File: config.mk
export PLATFORM = sky130hd
export DESIGN_NAME = query_token_lexer
export DESIGN_NICKNAME = d
export VERILOG_FILES = /design/src/qtl_pkg.sv /design/src/qtl_core.sv /design/src/qtl_obuf.sv /design/src/query_token_lexer.sv
export SDC_FILE = /design/constraint.sdc
export NUM_CORES = 1
export LEC_CHECK = 0
export BUFFER_PORTS_ARGS = -buffer_cell sky130_fd_sc_hd__buf_2
export CAP_MARGIN = 20
export CORE_MARGIN = 1
export CORE_UTILIZATION = 56
export CTS_CLUSTER_DIAMETER = 200
export CTS_CLUSTER_SIZE = 16
export DETAILED_ROUTE_END_ITERATION = 7
export GPL_TIMING_DRIVEN = 0
export PLACE_DENSITY = 0.71
export REMOVE_ABC_BUFFERS = 1
export SLEW_MARGIN = 20
export SYNTH_ARGS = -nofsm -noshare
export SYNTH_HDL_FRONTEND = slang
export SYNTH_SLANG_ARGS = --single-unit
File: constraint.sdc
create_clock -name clk_i -period 11.15 [get_ports clk_i]
set_input_delay 0.5575 -clock clk_i [delete_from_list [all_inputs] [get_ports clk_i]]
set_output_delay 0.5575 -clock clk_i [all_outputs]
set_load 0.05 [all_outputs]
File: src/qtl_pkg.sv
// shared types, character constants and keyword helpers for the query token lexer
package qtl_pkg;

  localparam int unsigned MAX_RES = 4;
  localparam int unsigned RES_IDX_W = 2;
  localparam int unsigned CNT_W = 3;
  localparam int unsigned KW_NUM = 8;
  localparam int unsigned KW_MAX_LEN = 5;

  typedef enum logic [4:0] {
    K_END, K_IDENT, K_INT, K_FLOAT, K_STRING,
    K_AND, K_OR, K_NOT, K_IN, K_LIKE, K_ILIKE, K_TRUE, K_FALSE,
    K_EQ, K_NE, K_GT, K_LT, K_GE, K_LE,
    K_TILDE, K_TILDE_STAR, K_BANG_TILDE, K_BANG_TILDE_STAR,
    K_LPAREN, K_RPAREN, K_LBRACK, K_RBRACK, K_COMMA
  } kind_e;

  typedef enum logic [1:0] {
    E_NONE, E_UNTERM, E_UNEXP, E_TOO_LONG
  } err_e;

  typedef struct packed {
    kind_e       kind;
    logic [15:0] column;
    logic [15:0] length;
    err_e        err;
    logic        last;
  } res_t;

  typedef struct packed {
    res_t [MAX_RES-1:0] res;
    logic [CNT_W-1:0]   cnt;
  } bundle_t;

  localparam logic [7:0] CH_EQ    = "=";
  localparam logic [7:0] CH_BANG  = "!";
  localparam logic [7:0] CH_GT    = ">";
  localparam logic [7:0] CH_LT    = "<";
  localparam logic [7:0] CH_TILDE = "~";
  localparam logic [7:0] CH_STAR  = "*";
  localparam logic [7:0] CH_LPAR  = "(";
  localparam logic [7:0] CH_RPAR  = ")";
  localparam logic [7:0] CH_LBRK  = "[";
  localparam logic [7:0] CH_RBRK  = "]";
  localparam logic [7:0] CH_COMMA = ",";
  localparam logic [7:0] CH_MINUS = "-";
  localparam logic [7:0] CH_PLUS  = "+";
  localparam logic [7:0] CH_DOT   = ".";
  localparam logic [7:0] CH_DQ    = 8'h22;
  localparam logic [7:0] CH_SQ    = 8'h27;
  localparam logic [7:0] CH_BSL   = 8'h5C;
  localparam logic [7:0] CH_UNDER = "_";
  localparam logic [7:0] CH_SPACE = " ";
  localparam logic [7:0] CH_LO_E  = "e";
  localparam logic [7:0] CH_UP_E  = "E";

  localparam logic [2:0] KW_LEN [KW_NUM] = '{3'd3, 3'd2, 3'd3, 3'd2, 3'd4, 3'd5, 3'd4, 3'd5};

  localparam logic [7:0] KW_CHR [KW_NUM][KW_MAX_LEN] = '{
    '{"a", "n", "d", 8'h00, 8'h00},
    '{"o", "r", 8'h00, 8'h00, 8'h00},
    '{"n", "o", "t", 8'h00, 8'h00},
    '{"i", "n", 8'h00, 8'h00, 8'h00},
    '{"l", "i", "k", "e", 8'h00},
    '{"i", "l", "i", "k", "e"},
    '{"t", "r", "u", "e", 8'h00},
    '{"f", "a", "l", "s", "e"}
  };

  function automatic logic is_digit(logic [7:0] c);
    return (c >= "0") && (c <= "9");
  endfunction

  function automatic logic is_alpha(logic [7:0] c);
    return ((c >= "a") && (c <= "z")) || ((c >= "A") && (c <= "Z"));
  endfunction

  function automatic logic is_space(logic [7:0] c);
    return (c == CH_SPACE) || ((c >= 8'd9) && (c <= 8'd13));
  endfunction

  function automatic logic is_num_char(logic [7:0] c);
    return is_digit(c) || (c == CH_DOT) || (c == CH_LO_E) || (c == CH_UP_E) ||
           (c == CH_PLUS) || (c == CH_MINUS);
  endfunction

  function automatic logic ident_tail_char(logic [7:0] c);
    return is_alpha(c) || is_digit(c) || (c == CH_UNDER) || (c == CH_DOT);
  endfunction

  function automatic logic [7:0] to_lower(logic [7:0] c);
    return ((c >= "A") && (c <= "Z")) ? c + 8'd32 : c;
  endfunction

  // keywords that still match after character lc at offset off
  function automatic logic [KW_NUM-1:0] kw_keep(logic [7:0] lc, logic [2:0] off);
    logic [KW_NUM-1:0] keep;
    keep = '0;
    for (int k = 0; k < KW_NUM; k++) begin
      if (off < KW_LEN[k]) begin
        keep[k] = (KW_CHR[k][off] == lc);
      end
    end
    return keep;
  endfunction

  // lowest surviving keyword whose length matches, else plain identifier
  function automatic kind_e ident_kind(logic [KW_NUM-1:0] mask, logic short_len,
                                       logic [2:0] len);
    kind_e kind;
    kind = K_IDENT;
    for (int k = KW_NUM - 1; k >= 0; k--) begin
      if (short_len && mask[k] && (len == KW_LEN[k])) begin
        kind = kind_e'(5'(K_AND) + 5'(k));
      end
    end
    return kind;
  endfunction

  function automatic res_t mk_res(kind_e kind, logic [15:0] column, logic [15:0] length,
                                  err_e err, logic last);
    res_t r;
    r.kind   = kind;
    r.column = column;
    r.length = length;
    r.err    = err;
    r.last   = last;
    return r;
  endfunction

endpackage

File: src/qtl_core.sv
// input register, lexer state and per-byte next-state and token logic
module qtl_core import qtl_pkg::*; #(
  parameter int unsigned POSITION_WIDTH = 16
) (
  input  logic       clk_i,
  input  logic       rst_ni,
  input  logic       in_valid_i,
  output logic       in_ready_o,
  input  logic [7:0] byte_value_i,
  input  logic       end_of_input_i,
  input  logic       obuf_ready_i,
  output logic       load_o,
  output bundle_t    bundle_o
);

  typedef logic [POSITION_WIDTH-1:0] pos_t;
  localparam pos_t POS_MAX = '1;
  localparam pos_t POS_ONE = pos_t'(1);
  localparam pos_t POS_FIVE = pos_t'(5);
  localparam pos_t POS_EIGHT = pos_t'(8);

  typedef enum logic [3:0] {
    M_IDLE, M_EQ, M_BANG, M_BANGTILDE, M_GT, M_LT, M_TILDE, M_MINUS,
    M_NUMBER, M_STRING, M_IDENT, M_SUFFIXED, M_BRACKET
  } mode_e;

  logic              in_vq, in_vd;
  logic [7:0]        byte_q;
  logic              eoi_q;
  mode_e             mode_q, mode_d;
  pos_t              tok_q, tok_d;
  pos_t              pos_q, pos_d;
  pos_t              brk_q, brk_d;
  logic              qs_q, qs_d;
  logic              esc_q, esc_d;
  logic              flt_q, flt_d;
  logic              err_q, err_d;
  logic [KW_NUM-1:0] kw_q, kw_d;

  logic              adv;
  logic [7:0]        c;
  pos_t              ident_end, ilen, koff_full, ilen_brk;
  logic [2:0]        koff;
  kind_e             ikind;
  logic              brk_gap;
  res_t [MAX_RES-1:0] res;
  logic [CNT_W-1:0]  n;
  logic              num_go, idle_go;

  assign adv        = in_vq && obuf_ready_i;
  assign in_ready_o = !in_vq || adv;
  assign load_o     = adv;
  assign in_vd      = (in_valid_i && in_ready_o) ? 1'b1 : (adv ? 1'b0 : in_vq);

  assign c         = byte_q;
  assign ident_end = (mode_q == M_BRACKET) ? brk_q : pos_q;
  assign ilen      = ident_end - tok_q;
  assign ikind     = ident_kind(kw_q, ilen < POS_EIGHT, ilen[2:0]);
  assign koff_full = pos_q - tok_q;
  assign koff      = (koff_full < POS_FIVE) ? koff_full[2:0] : 3'd7;
  assign brk_gap   = pos_q > (brk_q + POS_ONE);
  assign ilen_brk  = pos_q - brk_q - POS_ONE;

  always_comb begin
    mode_d  = mode_q;
    tok_d   = tok_q;
    pos_d   = pos_q;
    brk_d   = brk_q;
    qs_d    = qs_q;
    esc_d   = esc_q;
    flt_d   = flt_q;
    err_d   = err_q;
    kw_d    = kw_q;
    res     = '0;
    n       = '0;
    num_go  = 1'b0;
    idle_go = 1'b0;

    if (eoi_q) begin
      if (!err_q) begin
        unique case (mode_q)
          M_EQ, M_BANG, M_MINUS: begin
            res[n[RES_IDX_W-1:0]] = mk_res(K_END, 16'(tok_q), 16'd1, E_UNEXP, 1'b1);
            n = n + 3'd1;
          end
          M_STRING: begin
            res[n[RES_IDX_W-1:0]] = mk_res(K_END, 16'(tok_q), 16'(pos_q - tok_q),
                                           E_UNTERM, 1'b1);
            n = n + 3'd1;
          end
          M_BANGTILDE: begin
            res[n[RES_IDX_W-1:0]] = mk_res(K_BANG_TILDE, 16'(tok_q), 16'd2, E_NONE, 1'b0);
            n = n + 3'd1;
          end
          M_GT: begin
            res[n[RES_IDX_W-1:0]] = mk_res(K_GT, 16'(tok_q), 16'd1, E_NONE, 1'b0);
            n = n + 3'd1;
          end
          M_LT: begin
            res[n[RES_IDX_W-1:0]] = mk_res(K_LT, 16'(tok_q), 16'd1, E_NONE, 1'b0);
            n = n + 3'd1;
          end
          M_TILDE: begin
            res[n[RES_IDX_W-1:0]] = mk_res(K_TILDE, 16'(tok_q), 16'd1, E_NONE, 1'b0);
            n = n + 3'd1;
          end
          M_NUMBER: begin
            res[n[RES_IDX_W-1:0]] = mk_res(flt_q ? K_FLOAT : K_INT, 16'(tok_q),
                                           16'(pos_q - tok_q), E_NONE, 1'b0);
            n = n + 3'd1;
          end
          M_IDENT, M_SUFFIXED: begin
            res[n[RES_IDX_W-1:0]] = mk_res(ikind, 16'(tok_q), 16'(ilen), E_NONE, 1'b0);
            n = n + 3'd1;
          end
          M_BRACKET: begin
            res[n[RES_IDX_W-1:0]] = mk_res(ikind, 16'(tok_q), 16'(ilen), E_NONE, 1'b0);
            n = n + 3'd1;
            res[n[RES_IDX_W-1:0]] = mk_res(K_LBRACK, 16'(brk_q), 16'd1, E_NONE, 1'b0);
            n = n + 3'd1;
            if (brk_gap) begin
              res[n[RES_IDX_W-1:0]] = mk_res(K_INT, 16'(brk_q + POS_ONE), 16'(ilen_brk),
                                             E_NONE, 1'b0);
              n = n + 3'd1;
            end
          end
          default: ;
        endcase
        // end token unless the flush itself failed
        if (!((mode_q == M_EQ) || (mode_q == M_BANG) || (mode_q == M_MINUS) ||
              (mode_q == M_STRING))) begin
          res[n[RES_IDX_W-1:0]] = mk_res(K_END, 16'(pos_q), 16'd0, E_NONE, 1'b1);
          n = n + 3'd1;
        end
      end
      mode_d = M_IDLE;
      tok_d  = '0;
      pos_d  = '0;
      brk_d  = '0;
      qs_d   = 1'b0;
      esc_d  = 1'b0;
      flt_d  = 1'b0;
      err_d  = 1'b0;
      kw_d   = '1;
    end else if (!err_q) begin
      if (pos_q == POS_MAX) begin
        res[n[RES_IDX_W-1:0]] = mk_res(K_END, 16'(pos_q), 16'd1, E_TOO_LONG, 1'b1);
        n = n + 3'd1;
        err_d  = 1'b1;
        mode_d = M_IDLE;
      end else begin
        pos_d = pos_q + POS_ONE;
        unique case (mode_q)
          M_IDLE: idle_go = 1'b1;
          M_EQ: begin
            mode_d = M_IDLE;
            if (c == CH_EQ) begin
              res[n[RES_IDX_W-1:0]] = mk_res(K_EQ, 16'(tok_q), 16'd2, E_NONE, 1'b0);
              n = n + 3'd1;
            end else begin
              res[n[RES_IDX_W-1:0]] = mk_res(K_END, 16'(tok_q), 16'd1, E_UNEXP, 1'b1);
              n = n + 3'd1;
              err_d = 1'b1;
            end
          end
          M_BANG: begin
            if (c == CH_EQ) begin
              res[n[RES_IDX_W-1:0]] = mk_res(K_NE, 16'(tok_q), 16'd2, E_NONE, 1'b0);
              n = n + 3'd1;
              mode_d = M_IDLE;
            end else if (c == CH_TILDE) begin
              mode_d = M_BANGTILDE;
            end else begin
              res[n[RES_IDX_W-1:0]] = mk_res(K_END, 16'(tok_q), 16'd1, E_UNEXP, 1'b1);
              n = n + 3'd1;
              err_d  = 1'b1;
              mode_d = M_IDLE;
            end
          end
          M_BANGTILDE: begin
            mode_d = M_IDLE;
            if (c == CH_STAR) begin
              res[n[RES_IDX_W-1:0]] = mk_res(K_BANG_TILDE_STAR, 16'(tok_q), 16'd3,
                                             E_NONE, 1'b0);
              n = n + 3'd1;
            end else begin
              res[n[RES_IDX_W-1:0]] = mk_res(K_BANG_TILDE, 16'(tok_q), 16'd2, E_NONE, 1'b0);
              n = n + 3'd1;
              idle_go = 1'b1;
            end
          end
          M_GT: begin
            mode_d = M_IDLE;
            if (c == CH_EQ) begin
              res[n[RES_IDX_W-1:0]] = mk_res(K_GE, 16'(tok_q), 16'd2, E_NONE, 1'b0);
              n = n + 3'd1;
            end else begin
              res[n[RES_IDX_W-1:0]] = mk_res(K_GT, 16'(tok_q), 16'd1, E_NONE, 1'b0);
              n = n + 3'd1;
              idle_go = 1'b1;
            end
          end
          M_LT: begin
            mode_d = M_IDLE;
            if (c == CH_EQ) begin
              res[n[RES_IDX_W-1:0]] = mk_res(K_LE, 16'(tok_q), 16'd2, E_NONE, 1'b0);
              n = n + 3'd1;
            end else begin
              res[n[RES_IDX_W-1:0]] = mk_res(K_LT, 16'(tok_q), 16'd1, E_NONE, 1'b0);
              n = n + 3'd1;
              idle_go = 1'b1;
            end
          end
          M_TILDE: begin
            mode_d = M_IDLE;
            if (c == CH_STAR) begin
              res[n[RES_IDX_W-1:0]] = mk_res(K_TILDE_STAR, 16'(tok_q), 16'd2, E_NONE, 1'b0);
              n = n + 3'd1;
            end else begin
              res[n[RES_IDX_W-1:0]] = mk_res(K_TILDE, 16'(tok_q), 16'd1, E_NONE, 1'b0);
              n = n + 3'd1;
              idle_go = 1'b1;
            end
          end
          M_MINUS: begin
            if (is_digit(c)) begin
              flt_d  = 1'b0;
              mode_d = M_NUMBER;
            end else begin
              res[n[RES_IDX_W-1:0]] = mk_res(K_END, 16'(tok_q), 16'd1, E_UNEXP, 1'b1);
              n = n + 3'd1;
              err_d  = 1'b1;
              mode_d = M_IDLE;
            end
          end
          M_NUMBER: num_go = 1'b1;
          M_STRING: begin
            if (esc_q) begin
              esc_d = 1'b0;
            end else if (c == CH_BSL) begin
              esc_d = 1'b1;
            end else if (c == (qs_q ? CH_SQ : CH_DQ)) begin
              res[n[RES_IDX_W-1:0]] = mk_res(K_STRING, 16'(tok_q),
                                             16'(pos_q - tok_q - POS_ONE), E_NONE, 1'b0);
              n = n + 3'd1;
              mode_d = M_IDLE;
            end
          end
          M_IDENT, M_SUFFIXED: begin
            if ((mode_q == M_IDENT) && ident_tail_char(c)) begin
              kw_d = kw_q & kw_keep(to_lower(c), koff);
            end else if (c == CH_LBRK) begin
              brk_d  = pos_q;
              mode_d = M_BRACKET;
            end else begin
              res[n[RES_IDX_W-1:0]] = mk_res(ikind, 16'(tok_q), 16'(ilen), E_NONE, 1'b0);
              n = n + 3'd1;
              idle_go = 1'b1;
            end
          end
          M_BRACKET: begin
            if (is_digit(c)) begin
              mode_d = M_BRACKET;
            end else if ((c == CH_RBRK) && brk_gap) begin
              kw_d   = '0;
              mode_d = M_SUFFIXED;
            end else begin
              // failed suffix: identifier, left bracket, then digits as a number
              res[n[RES_IDX_W-1:0]] = mk_res(ikind, 16'(tok_q), 16'(ilen), E_NONE, 1'b0);
              n = n + 3'd1;
              res[n[RES_IDX_W-1:0]] = mk_res(K_LBRACK, 16'(brk_q), 16'd1, E_NONE, 1'b0);
              n = n + 3'd1;
              if (brk_gap) begin
                tok_d  = brk_q + POS_ONE;
                flt_d  = 1'b0;
                num_go = 1'b1;
              end else begin
                idle_go = 1'b1;
              end
            end
          end
          default: idle_go = 1'b1;
        endcase

        if (num_go) begin
          if (is_num_char(c)) begin
            mode_d = M_NUMBER;
            if ((c == CH_DOT) || (c == CH_LO_E) || (c == CH_UP_E)) begin
              flt_d = 1'b1;
            end
          end else begin
            res[n[RES_IDX_W-1:0]] = mk_res(flt_d ? K_FLOAT : K_INT, 16'(tok_d),
                                           16'(pos_q - tok_d), E_NONE, 1'b0);
            n = n + 3'd1;
            idle_go = 1'b1;
          end
        end

        if (idle_go) begin
          tok_d  = pos_q;
          mode_d = M_IDLE;
          if (is_space(c)) begin
            mode_d = M_IDLE;
          end else if (c == CH_EQ) begin
            mode_d = M_EQ;
          end else if (c == CH_BANG) begin
            mode_d = M_BANG;
          end else if (c == CH_GT) begin
            mode_d = M_GT;
          end else if (c == CH_LT) begin
            mode_d = M_LT;
          end else if (c == CH_TILDE) begin
            mode_d = M_TILDE;
          end else if (c == CH_MINUS) begin
            mode_d = M_MINUS;
          end else if (c == CH_LPAR) begin
            res[n[RES_IDX_W-1:0]] = mk_res(K_LPAREN, 16'(pos_q), 16'd1, E_NONE, 1'b0);
            n = n + 3'd1;
          end else if (c == CH_RPAR) begin
            res[n[RES_IDX_W-1:0]] = mk_res(K_RPAREN, 16'(pos_q), 16'd1, E_NONE, 1'b0);
            n = n + 3'd1;
          end else if (c == CH_LBRK) begin
            res[n[RES_IDX_W-1:0]] = mk_res(K_LBRACK, 16'(pos_q), 16'd1, E_NONE, 1'b0);
            n = n + 3'd1;
          end else if (c == CH_RBRK) begin
            res[n[RES_IDX_W-1:0]] = mk_res(K_RBRACK, 16'(pos_q), 16'd1, E_NONE, 1'b0);
            n = n + 3'd1;
          end else if (c == CH_COMMA) begin
            res[n[RES_IDX_W-1:0]] = mk_res(K_COMMA, 16'(pos_q), 16'd1, E_NONE, 1'b0);
            n = n + 3'd1;
          end else if ((c == CH_DQ) || (c == CH_SQ)) begin
            qs_d   = (c == CH_SQ);
            esc_d  = 1'b0;
            mode_d = M_STRING;
          end else if (is_digit(c)) begin
            flt_d  = 1'b0;
            mode_d = M_NUMBER;
          end else if (is_alpha(c) || (c == CH_UNDER)) begin
            kw_d   = kw_keep(to_lower(c), 3'd0);
            mode_d = M_IDENT;
          end else begin
            res[n[RES_IDX_W-1:0]] = mk_res(K_END, 16'(pos_q), 16'd1, E_UNEXP, 1'b1);
            n = n + 3'd1;
            err_d = 1'b1;
          end
        end
      end
    end
  end

  assign bundle_o.res = res;
  assign bundle_o.cnt = n;

  always_ff @(posedge clk_i or negedge rst_ni) begin
    if (!rst_ni) begin
      in_vq  <= 1'b0;
      mode_q <= M_IDLE;
      tok_q  <= '0;
      pos_q  <= '0;
      brk_q  <= '0;
      qs_q   <= 1'b0;
      esc_q  <= 1'b0;
      flt_q  <= 1'b0;
      err_q  <= 1'b0;
      kw_q   <= '1;
    end else begin
      in_vq <= in_vd;
      if (adv) begin
        mode_q <= mode_d;
        tok_q  <= tok_d;
        pos_q  <= pos_d;
        brk_q  <= brk_d;
        qs_q   <= qs_d;
        esc_q  <= esc_d;
        flt_q  <= flt_d;
        err_q  <= err_d;
        kw_q   <= kw_d;
      end
    end
  end

  always_ff @(posedge clk_i) begin
    if (in_valid_i && in_ready_o) begin
      byte_q <= byte_value_i;
      eoi_q  <= end_of_input_i;
    end
  end

endmodule

File: src/qtl_obuf.sv
// result bundle register drained one token per output transfer
module qtl_obuf import qtl_pkg::*; (
  input  logic    clk_i,
  input  logic    rst_ni,
  input  logic    load_i,
  input  bundle_t bundle_i,
  output logic    ready_o,
  output logic    out_valid_o,
  input  logic    out_ready_i,
  output res_t    out_res_o
);

  res_t [MAX_RES-1:0]   res_q;
  logic [CNT_W-1:0]     cnt_q;
  logic [RES_IDX_W-1:0] idx_q;
  logic                 take, take_last;

  assign out_valid_o = (cnt_q != '0);
  assign out_res_o   = res_q[idx_q];
  assign take        = out_valid_o && out_ready_i;
  assign take_last   = take && (({1'b0, idx_q} + 3'd1) == cnt_q);
  assign ready_o     = !out_valid_o || take_last;

  always_ff @(posedge clk_i or negedge rst_ni) begin
    if (!rst_ni) begin
      cnt_q <= '0;
      idx_q <= '0;
    end else if (load_i) begin
      cnt_q <= bundle_i.cnt;
      idx_q <= '0;
    end else if (take_last) begin
      cnt_q <= '0;
      idx_q <= '0;
    end else if (take) begin
      idx_q <= idx_q + 2'd1;
    end
  end

  always_ff @(posedge clk_i) begin
    if (load_i) begin
      res_q <= bundle_i.res;
    end
  end

endmodule

File: src/query_token_lexer.sv
// query token lexer top level: input register, lexer core and result buffer
//
// streaming lexer for filter queries, one byte per input transfer; a transfer with
// end_of_input_i set closes the query, flushes any pending token, emits END (column =
// byte count, length 0) and returns the lexer to its reset state. while the output is
// not stalled, a byte that gives at most one token is taken every cycle; a byte that
// gives k tokens (k up to 4, e.g. a failed bracket suffix followed by punctuation) holds
// the input side until all k are drained, since the single output port drains the
// per-byte result bundle one token a cycle while out_ready_i is high. a byte passes the
// input register, then the result register. after an error result (last_of_query_o with
// a nonzero error_code_o) bytes are dropped silently until the end transfer, which then
// emits nothing. tokens emitted before an error are not retracted. positions are
// POSITION_WIDTH bits wide; column_o and text_length_o carry the low 16 bits.
module query_token_lexer import qtl_pkg::*; #(
  parameter int unsigned POSITION_WIDTH = 16
) (
  input  logic        clk_i,
  input  logic        rst_ni,
  input  logic        in_valid_i,
  output logic        in_ready_o,
  input  logic [7:0]  byte_value_i,
  input  logic        end_of_input_i,
  output logic        out_valid_o,
  input  logic        out_ready_i,
  output logic [4:0]  token_kind_o,
  output logic [15:0] column_o,
  output logic [15:0] text_length_o,
  output logic [1:0]  error_code_o,
  output logic        last_of_query_o
);

  // handshake between core and result buffer
  logic    obuf_ready;
  logic    load;
  bundle_t bundle;
  res_t    out_res;

  // lexer state and per-byte token generation
  qtl_core #(
    .POSITION_WIDTH(POSITION_WIDTH)
  ) u_core (
    .clk_i          (clk_i),
    .rst_ni         (rst_ni),
    .in_valid_i     (in_valid_i),
    .in_ready_o     (in_ready_o),
    .byte_value_i   (byte_value_i),
    .end_of_input_i (end_of_input_i),
    .obuf_ready_i   (obuf_ready),
    .load_o         (load),
    .bundle_o       (bundle)
  );

  // up to four tokens per byte, sent one per output transfer
  qtl_obuf u_obuf (
    .clk_i       (clk_i),
    .rst_ni      (rst_ni),
    .load_i      (load),
    .bundle_i    (bundle),
    .ready_o     (obuf_ready),
    .out_valid_o (out_valid_o),
    .out_ready_i (out_ready_i),
    .out_res_o   (out_res)
  );

  // error results carry kind END and the error span in the length field
  assign token_kind_o    = out_res.kind;
  assign column_o        = out_res.column;
  assign text_length_o   = out_res.length;
  assign error_code_o    = out_res.err;
  assign last_of_query_o = out_res.last;

endmodule

After elaboration in Yosys (flattened, before gate mapping)

Memories as Yosys holds them, arrays and structs flattened.
Index checks and enable logic that the tools add are counted.

Register bits after elaboration: 239
ROM bits: 512
Input bits: 13
Output and inout port bits: 42
Logic and storage cells: 607
Memories: 8

Memory list:

| name             | words | width | read ports | clocked after Yosys merged registers in | write ports | line           | RTL |
|---|---|---|---|---|---|---|---|
| (name not given) | 8     | 8     | 1          | 0                                       | 0           | qtl_pkg.sv:101 | `keep[k] = (KW_CHR[k][off] == lc);` |
| (name not given) | 8     | 8     | 1          | 0                                       | 0           | qtl_pkg.sv:101 |  |
| (name not given) | 8     | 8     | 1          | 0                                       | 0           | qtl_pkg.sv:101 |  |
| (name not given) | 8     | 8     | 1          | 0                                       | 0           | qtl_pkg.sv:101 |  |
| (name not given) | 8     | 8     | 1          | 0                                       | 0           | qtl_pkg.sv:101 |  |
| (name not given) | 8     | 8     | 1          | 0                                       | 0           | qtl_pkg.sv:101 |  |
| +2 memories      | n/a   | n/a   | n/a        | n/a                                     | n/a         | n/a            |  |

$add $sub $neg: 14
Magnitude comparators: 23
Equality and inequality tests: 70
Mux-type cells: 386
Bitwise logic cells: 2
Reductions and logical operators: 70

Operators by type and width:

| cell               | number |
|---|---|
| $mux 160           | 25 |
| $bwmux 160         | 8 |
| $mux 40            | 20 |
| $pmux 40 s10       | 1 |
| $mux 16            | 21 |
| $mux 80            | 4 |
| $pmux 40 s8        | 1 |
| $mux 8             | 39 |
| $demux 40 s2       | 3 |
| $mux 1             | 162 |
| $mux 4             | 31 |
| $mux 120           | 1 |
| $mux 3             | 40 |
| $eq 8x6->1 const B | 14 |
| $mux 37            | 3 |
| $bmux 40 s2        | 1 |
| $mux 77            | 1 |
| $mux 38            | 2 |
| $eq 8x8->1         | 9 |
| $mux 35            | 2 |
| $sub 16x16->16     | 4 |
| $eq 7x8->1 const A | 7 |
| $eq 8x7->1 const B | 7 |
| $mux 39            | 1 |
| 53 further kinds   | 158 |

Longest topological paths before layout

Depth after elaboration: 46
Gate-level depth with buffers: 28
Gate-level depth less buffers: 26

Cells and area by module

A second synthesis with hierarchy kept.

Cell total of the unflattened synthesis: 2227
Area total of the unflattened synthesis: 19812.8 um^2

By module, submodules not included:

| module   | instances | cells each | area each (um^2) |
|---|---|---|---|
| qtl_core | 1         | 1990       | 13772.0 |
| qtl_obuf | 1         | 237        | 6040.8 |

Worst setup path before layout

OpenSTA, ideal clock, no wires.

Path kind: register to register
Start: reg u_obuf.cnt_q[0]
End: reg u_core.pos_q[15]
Library setup time: 132 ps
Arrival: 6960 ps
Path slack: 4058 ps
Stages on the path, launching flop included: 13
Buffers on the path: 1
Cells stage by stage: dfrtp_1 -> or3_1 -> clkbuf_1 -> o41ai_1 -> nand2_1 -> clkinv_1 -> nand3_1 -> nand2_1 -> nand4_1 -> nor2_1 -> nand4_1 -> xor2_1 -> nor2_1

Longest elaborated chain between the ends: 6

RTL lines:

| item                           | line                    | RTL |
|---|---|---|
| from (decl)                    | qtl_obuf.sv:14          | `logic [CNT_W-1:0] cnt_q;` |
| from (signal assigned)         | qtl_obuf.sv:29          | `cnt_q <= bundle_i.cnt;` |
| $reduce_bool 3->1 (*)          | qtl_obuf.sv:18          | `assign out_valid_o = (cnt_q != '0);` |
| net out_valid_o                | query_token_lexer.sv:23 | `output logic out_valid_o,` |
| $logic_and 1x1->1              | qtl_obuf.sv:20          | `assign take = out_valid_o && out_ready_i;` |
| $logic_and 1x1->1              | qtl_obuf.sv:21          | `assign take_last = take && (({1'b0, idx_q} + 3'd1) == cnt_q);` |
| $logic_or 1x1->1 (*)           | qtl_obuf.sv:22          | `assign ready_o = !out_valid_o \|\| take_last;` |
| $logic_and 1x1->1 (*)          | qtl_core.sv:50          | `assign adv = in_vq && obuf_ready_i;` |
| net load                       | query_token_lexer.sv:34 | `logic load;` |
| $reduce_and 3->1 (no line) (*) | n/a                     |  |
| to (signal assigned)           | qtl_core.sv:371         | `pos_q <= pos_d;` |
| to (decl)                      | qtl_core.sv:32          | `pos_t pos_q, pos_d;` |

The timed path passes the listed nets; every way through them passes the cells marked *.
A chain may end at the register's enable or synchronous reset.

==> summary.txt <==
Run status
  – Status: completed

Synthesis
  – Post-synth top cells: nor2_1, nand2_1, edfxtp_1
  – Number of synthesized flops with an enable pin: 166
  – Synth Cell Area: 19800 µm²
  – Register bit total from synthesis: 236
  – Seq/Total Area, Yosys: 34.1%
  – Largest area contributor in the netlist: edfxtp_1
  – Synth area leaders: edfxtp_1, dfrtp_1, ha_1, mux4_2, nor2_1
  – Synth Instances: 2259
  – Async SR Flop Fraction: 29.7%
  – Cell with the most instances after synthesis: nor2_1
  – Post-synth top area share: 25.2%
  – Synth warn: 0
  – Post-synth top flop: edfxtp_1
  – Syn_area_per_cell: 8.75 µm²
  – Netlist cell types: 101

Timing
  – RSZ-0062 raised after global routing: false
  – Final setup vio count: 0
  – Final hold violation count: 0
  – Fmax: 122 MHz
  – Worst Max-Slew Pin Slew: 1220 ps
  – Tmin final: 8210 ps
  – TNS Setup: 0 ps
  – Period Utilization, post-route: 73.7%
  – Setup ws final: 2940 ps
  – Final Skew: 41.9 ps
  – Worst slew margin: 18.3%
  – Max-slew violation count: 0

Setup path
  – Critical Path AT: 8500 ps
  – Crit path cell chain: inv_1, nor4_1, and3_1, nand4_1, xnor2_1, ha_1, a21o_1, a21o_1, a211oi_1, a21oi_2, a21oi_4, buf_16, ha_1, o21ai_0, inv_1, ha_1, and3_1, a21boi_1, nor2_1, a32oi_1, o221ai_1
  – Crit path launch: u_core.brk_q[8]$_DFFE_PN0P_
  – Crit Path Category: reg2reg
  – Cell mode on critical path: ha_1
  – Reg2reg end: u_obuf.res_q[37]$_DFFE_PP_
  – Worst EP required: 11430 ps
  – R2r setup slk: 2940 ps
  – Crit path capture type: flip-flop
  – Reg2Reg Depth: 21
  – CP Max Fanout: 23
  – CP startpoint kind: flip-flop
  – Slowest stage cell on the critical path: nor2_1
  – Max incr delay on CP: 1020 ps
  – RR Startpoint: u_core.brk_q[8]$_DFFE_PN0P_

Power and ir drop
  – Cell Pwr Density: 342 nW/µm²
  – Sw power: 0.00388 W
  – Static Leak: 7.67 nW
  – Final Total Pwr: 0.00722 W
  – Clock power frac: 9.1%
  – Pint: 0.00335 W
  – Part of the power in combinational logic: 67.7%
  – Power share of the sequential group: 23.2%
  – Switch share: 53.7%
  – Peak supply drop: 1.04 mV

Routing
  – Antenna Violating Nets Remaining: 0
  – Total detailed-routing wirelength: 71400 µm
  – Vias: 19100
  – DR pass1 iterations: 6
  – Max Used Layer: met5
  – Detail Route met2 WL: 32200 µm
  – First DRT Iteration DRCs: 2498
  – Drt via density: 7.15
  – Routed len/inst: 26.7 µm
  – Metal-1 WL: 26500 µm
  – DRC errors left: 0
  – Met3 WL: 7380 µm

Cells and area
  – Footprint of the multi-input gates: 12200 µm²
  – # fillers: 3040
  – Final #Nets: 2319
  – Antenna cells: 0
  – Post-route insts no fill: 2670
  – Sequential cell area: 6760 µm²
  – Layout cells sized above 1: 10.1%
  – Area growth from synthesis to layout: 6.78%

Global route
  – GRT Resource Usage Total: 39.7%
  – Maximum number of pins on one net before global-route repair: 90
  – First-pass GRT wire length: 108000 µm
  – Vias in the first global route: 18100
  – Initial antenna violation count: 2
  – Congestion Overflow GR: 0

Floorplan
  – Row cnt: 68
  – Area of the core: 34600 µm²
  – Die W: 190 µm
  – Chip height: 190 µm
  – # IOs: 55
  – Initial Util: 57.1%
  – Die area: 36100 µm²

Clocking
  – TritonCTS clock tree: done
  – Worst-Skew Late Latency: 560 ps
  – Setup bufs post-CTS: 0
  – Worst-path clk slew: 70 ps
  – Clk buf depth: 3
  – Post-CTS sizing: 0
  – Number of CTS-inserted buffers: 18
  – Clock Tree Root: clkbuf_16
  – Clock Sinks: 236
  – CTS Hold Bufs: 1
  – CTS H-tree depth: 1

Min path
  – Cells on Worst Hold Path: 1
  – Hold Crit Class: in2reg
  – Hold Path Sink: u_core.byte_q[3]$_DFFE_PP_
  – Min-Delay Startpoint: byte_value_i[3]

Place
  – # port buffers: 54
  – Detailed placement HPWL: 52200 µm
  – Routability cong.: 0.971
  – Number of instances in the placed design: 2635
  – Pre-CTS setup slack: 3330 ps

Flow run
  – Maxcap violations: 0
-- cell families after synthesis --
group	share of synthesized area, %
AND/OR/NAND/NOR	18.9
buffers and inverters	4.87
multiplexers	5.88
XOR/XNOR	4.79
AO/OA/AOI/OAI	24.8
flip-flops	34.1
adder cells (fa/ha/maj)	6.67
-- routing by layer --
metal,vias up,global-route usage [%]
met1,9040,50.1
met2,1245,62.3
met4,4,25.4
li1,8457,-
met5,-,0
met3,335,7.60
-- placed cells by master (no fill, tap or decap), drive strengths merged, types with 62 or more instances in the layout --
cell	count
a21oi	147
buf	80
dfrtp	62
edfxtp	166
ha	99
inv	91
nand2	194
nand3	68
nor2	225
nor3	66
o21ai	170
o22ai	71
-- sequential cells by signal, indices dropped and copies added (netlist names) --
name           cells
u_core.flt_q       1
u_core.qs_q        1
u_core.brk_q      16
u_obuf.idx_q       2
u_core.eoi_q       1
u_core.kw_q        8
u_core.mode_q      4
u_core.tok_q      16
u_core.err_q       1
u_core.pos_q      16
u_obuf.res_q     157
u_core.esc_q       1
u_core.byte_q      8
u_core.in_vq       1
u_obuf.cnt_q       3
-- worst max-delay path: cells and delay by family, from the launching register on --
kind	cells	cell delay [ps]
AOI/OAI and AO/OA	9	3620
xor gates and xnor gates	1	310
adders and majority gates	3	900
buffers and inverters	3	520
DFF	1	470
and+or+nand+nor	5	2110
-- per-stage QoR --
| stage | utilization (%) | hold WS, ps | area (µm²) |
|---|---|---|---|
| 3_3_place_gp | 57.8 | 503 | 20000 |
| 2_1_floorplan | - | 262 | 19200 |
| 4_1_cts | 60.8 | 167 | 21000 |
| 5_1_grt | 61.0 | 166 | 21100 |
| 3_5_place_dp | 59.2 | 488 | 20500 |
| 6_report | 61.0 | 183 | 21100 |
-- power by group through the flow --
stage | logic (W) | clock network [W] | registers, W
floorplan | 0.00342 | 0 | 0.00165
global route | 0.00519 | 0.000691 | 0.00171
detailed placement | 0.00472 | 0 | 0.00169
global placement | 0.00451 | 0 | 0.00178
finish | 0.00489 | 0.000658 | 0.00167
CTS | 0.00474 | 0.000665 | 0.00167
-- worst max-delay path by stage --
| stage | end | slack (ps) | cells after the start |
|---|---|---|---|
| floorplan | u_core.pos_q[15]$_DFFE_PN0P_ | 2590 | 12 |
| global placement | u_core.pos_q[15]$_DFFE_PN0P_ | -1720 | 12 |
| detailed placement | u_obuf.res_q[18]$_DFFE_PP_ | 3330 | 21 |
| CTS | u_obuf.res_q[18]$_DFFE_PP_ | 3290 | 21 |
| global route | u_obuf.res_q[18]$_DFFE_PP_ | 2570 | 21 |
| finish | u_obuf.res_q[37]$_DFFE_PP_ | 2940 | 21 |
-- layout make-up --
| cell class | count | share of cell area [%] |
|---|---|---|
| Tap cell | 455 | 2.70 |
| Sequential cell | 236 | 32.0 |
| Clock inverter | 2 | 0.219 |
| Inverter | 93 | 1.68 |
| Clock buffer | 30 | 2.35 |
| Timing Repair Buffer | 81 | 3.09 |
| Multi-Input combinational cell | 1773 | 58.0 |
Note: power is estimated with default switching activity, not from simulation.
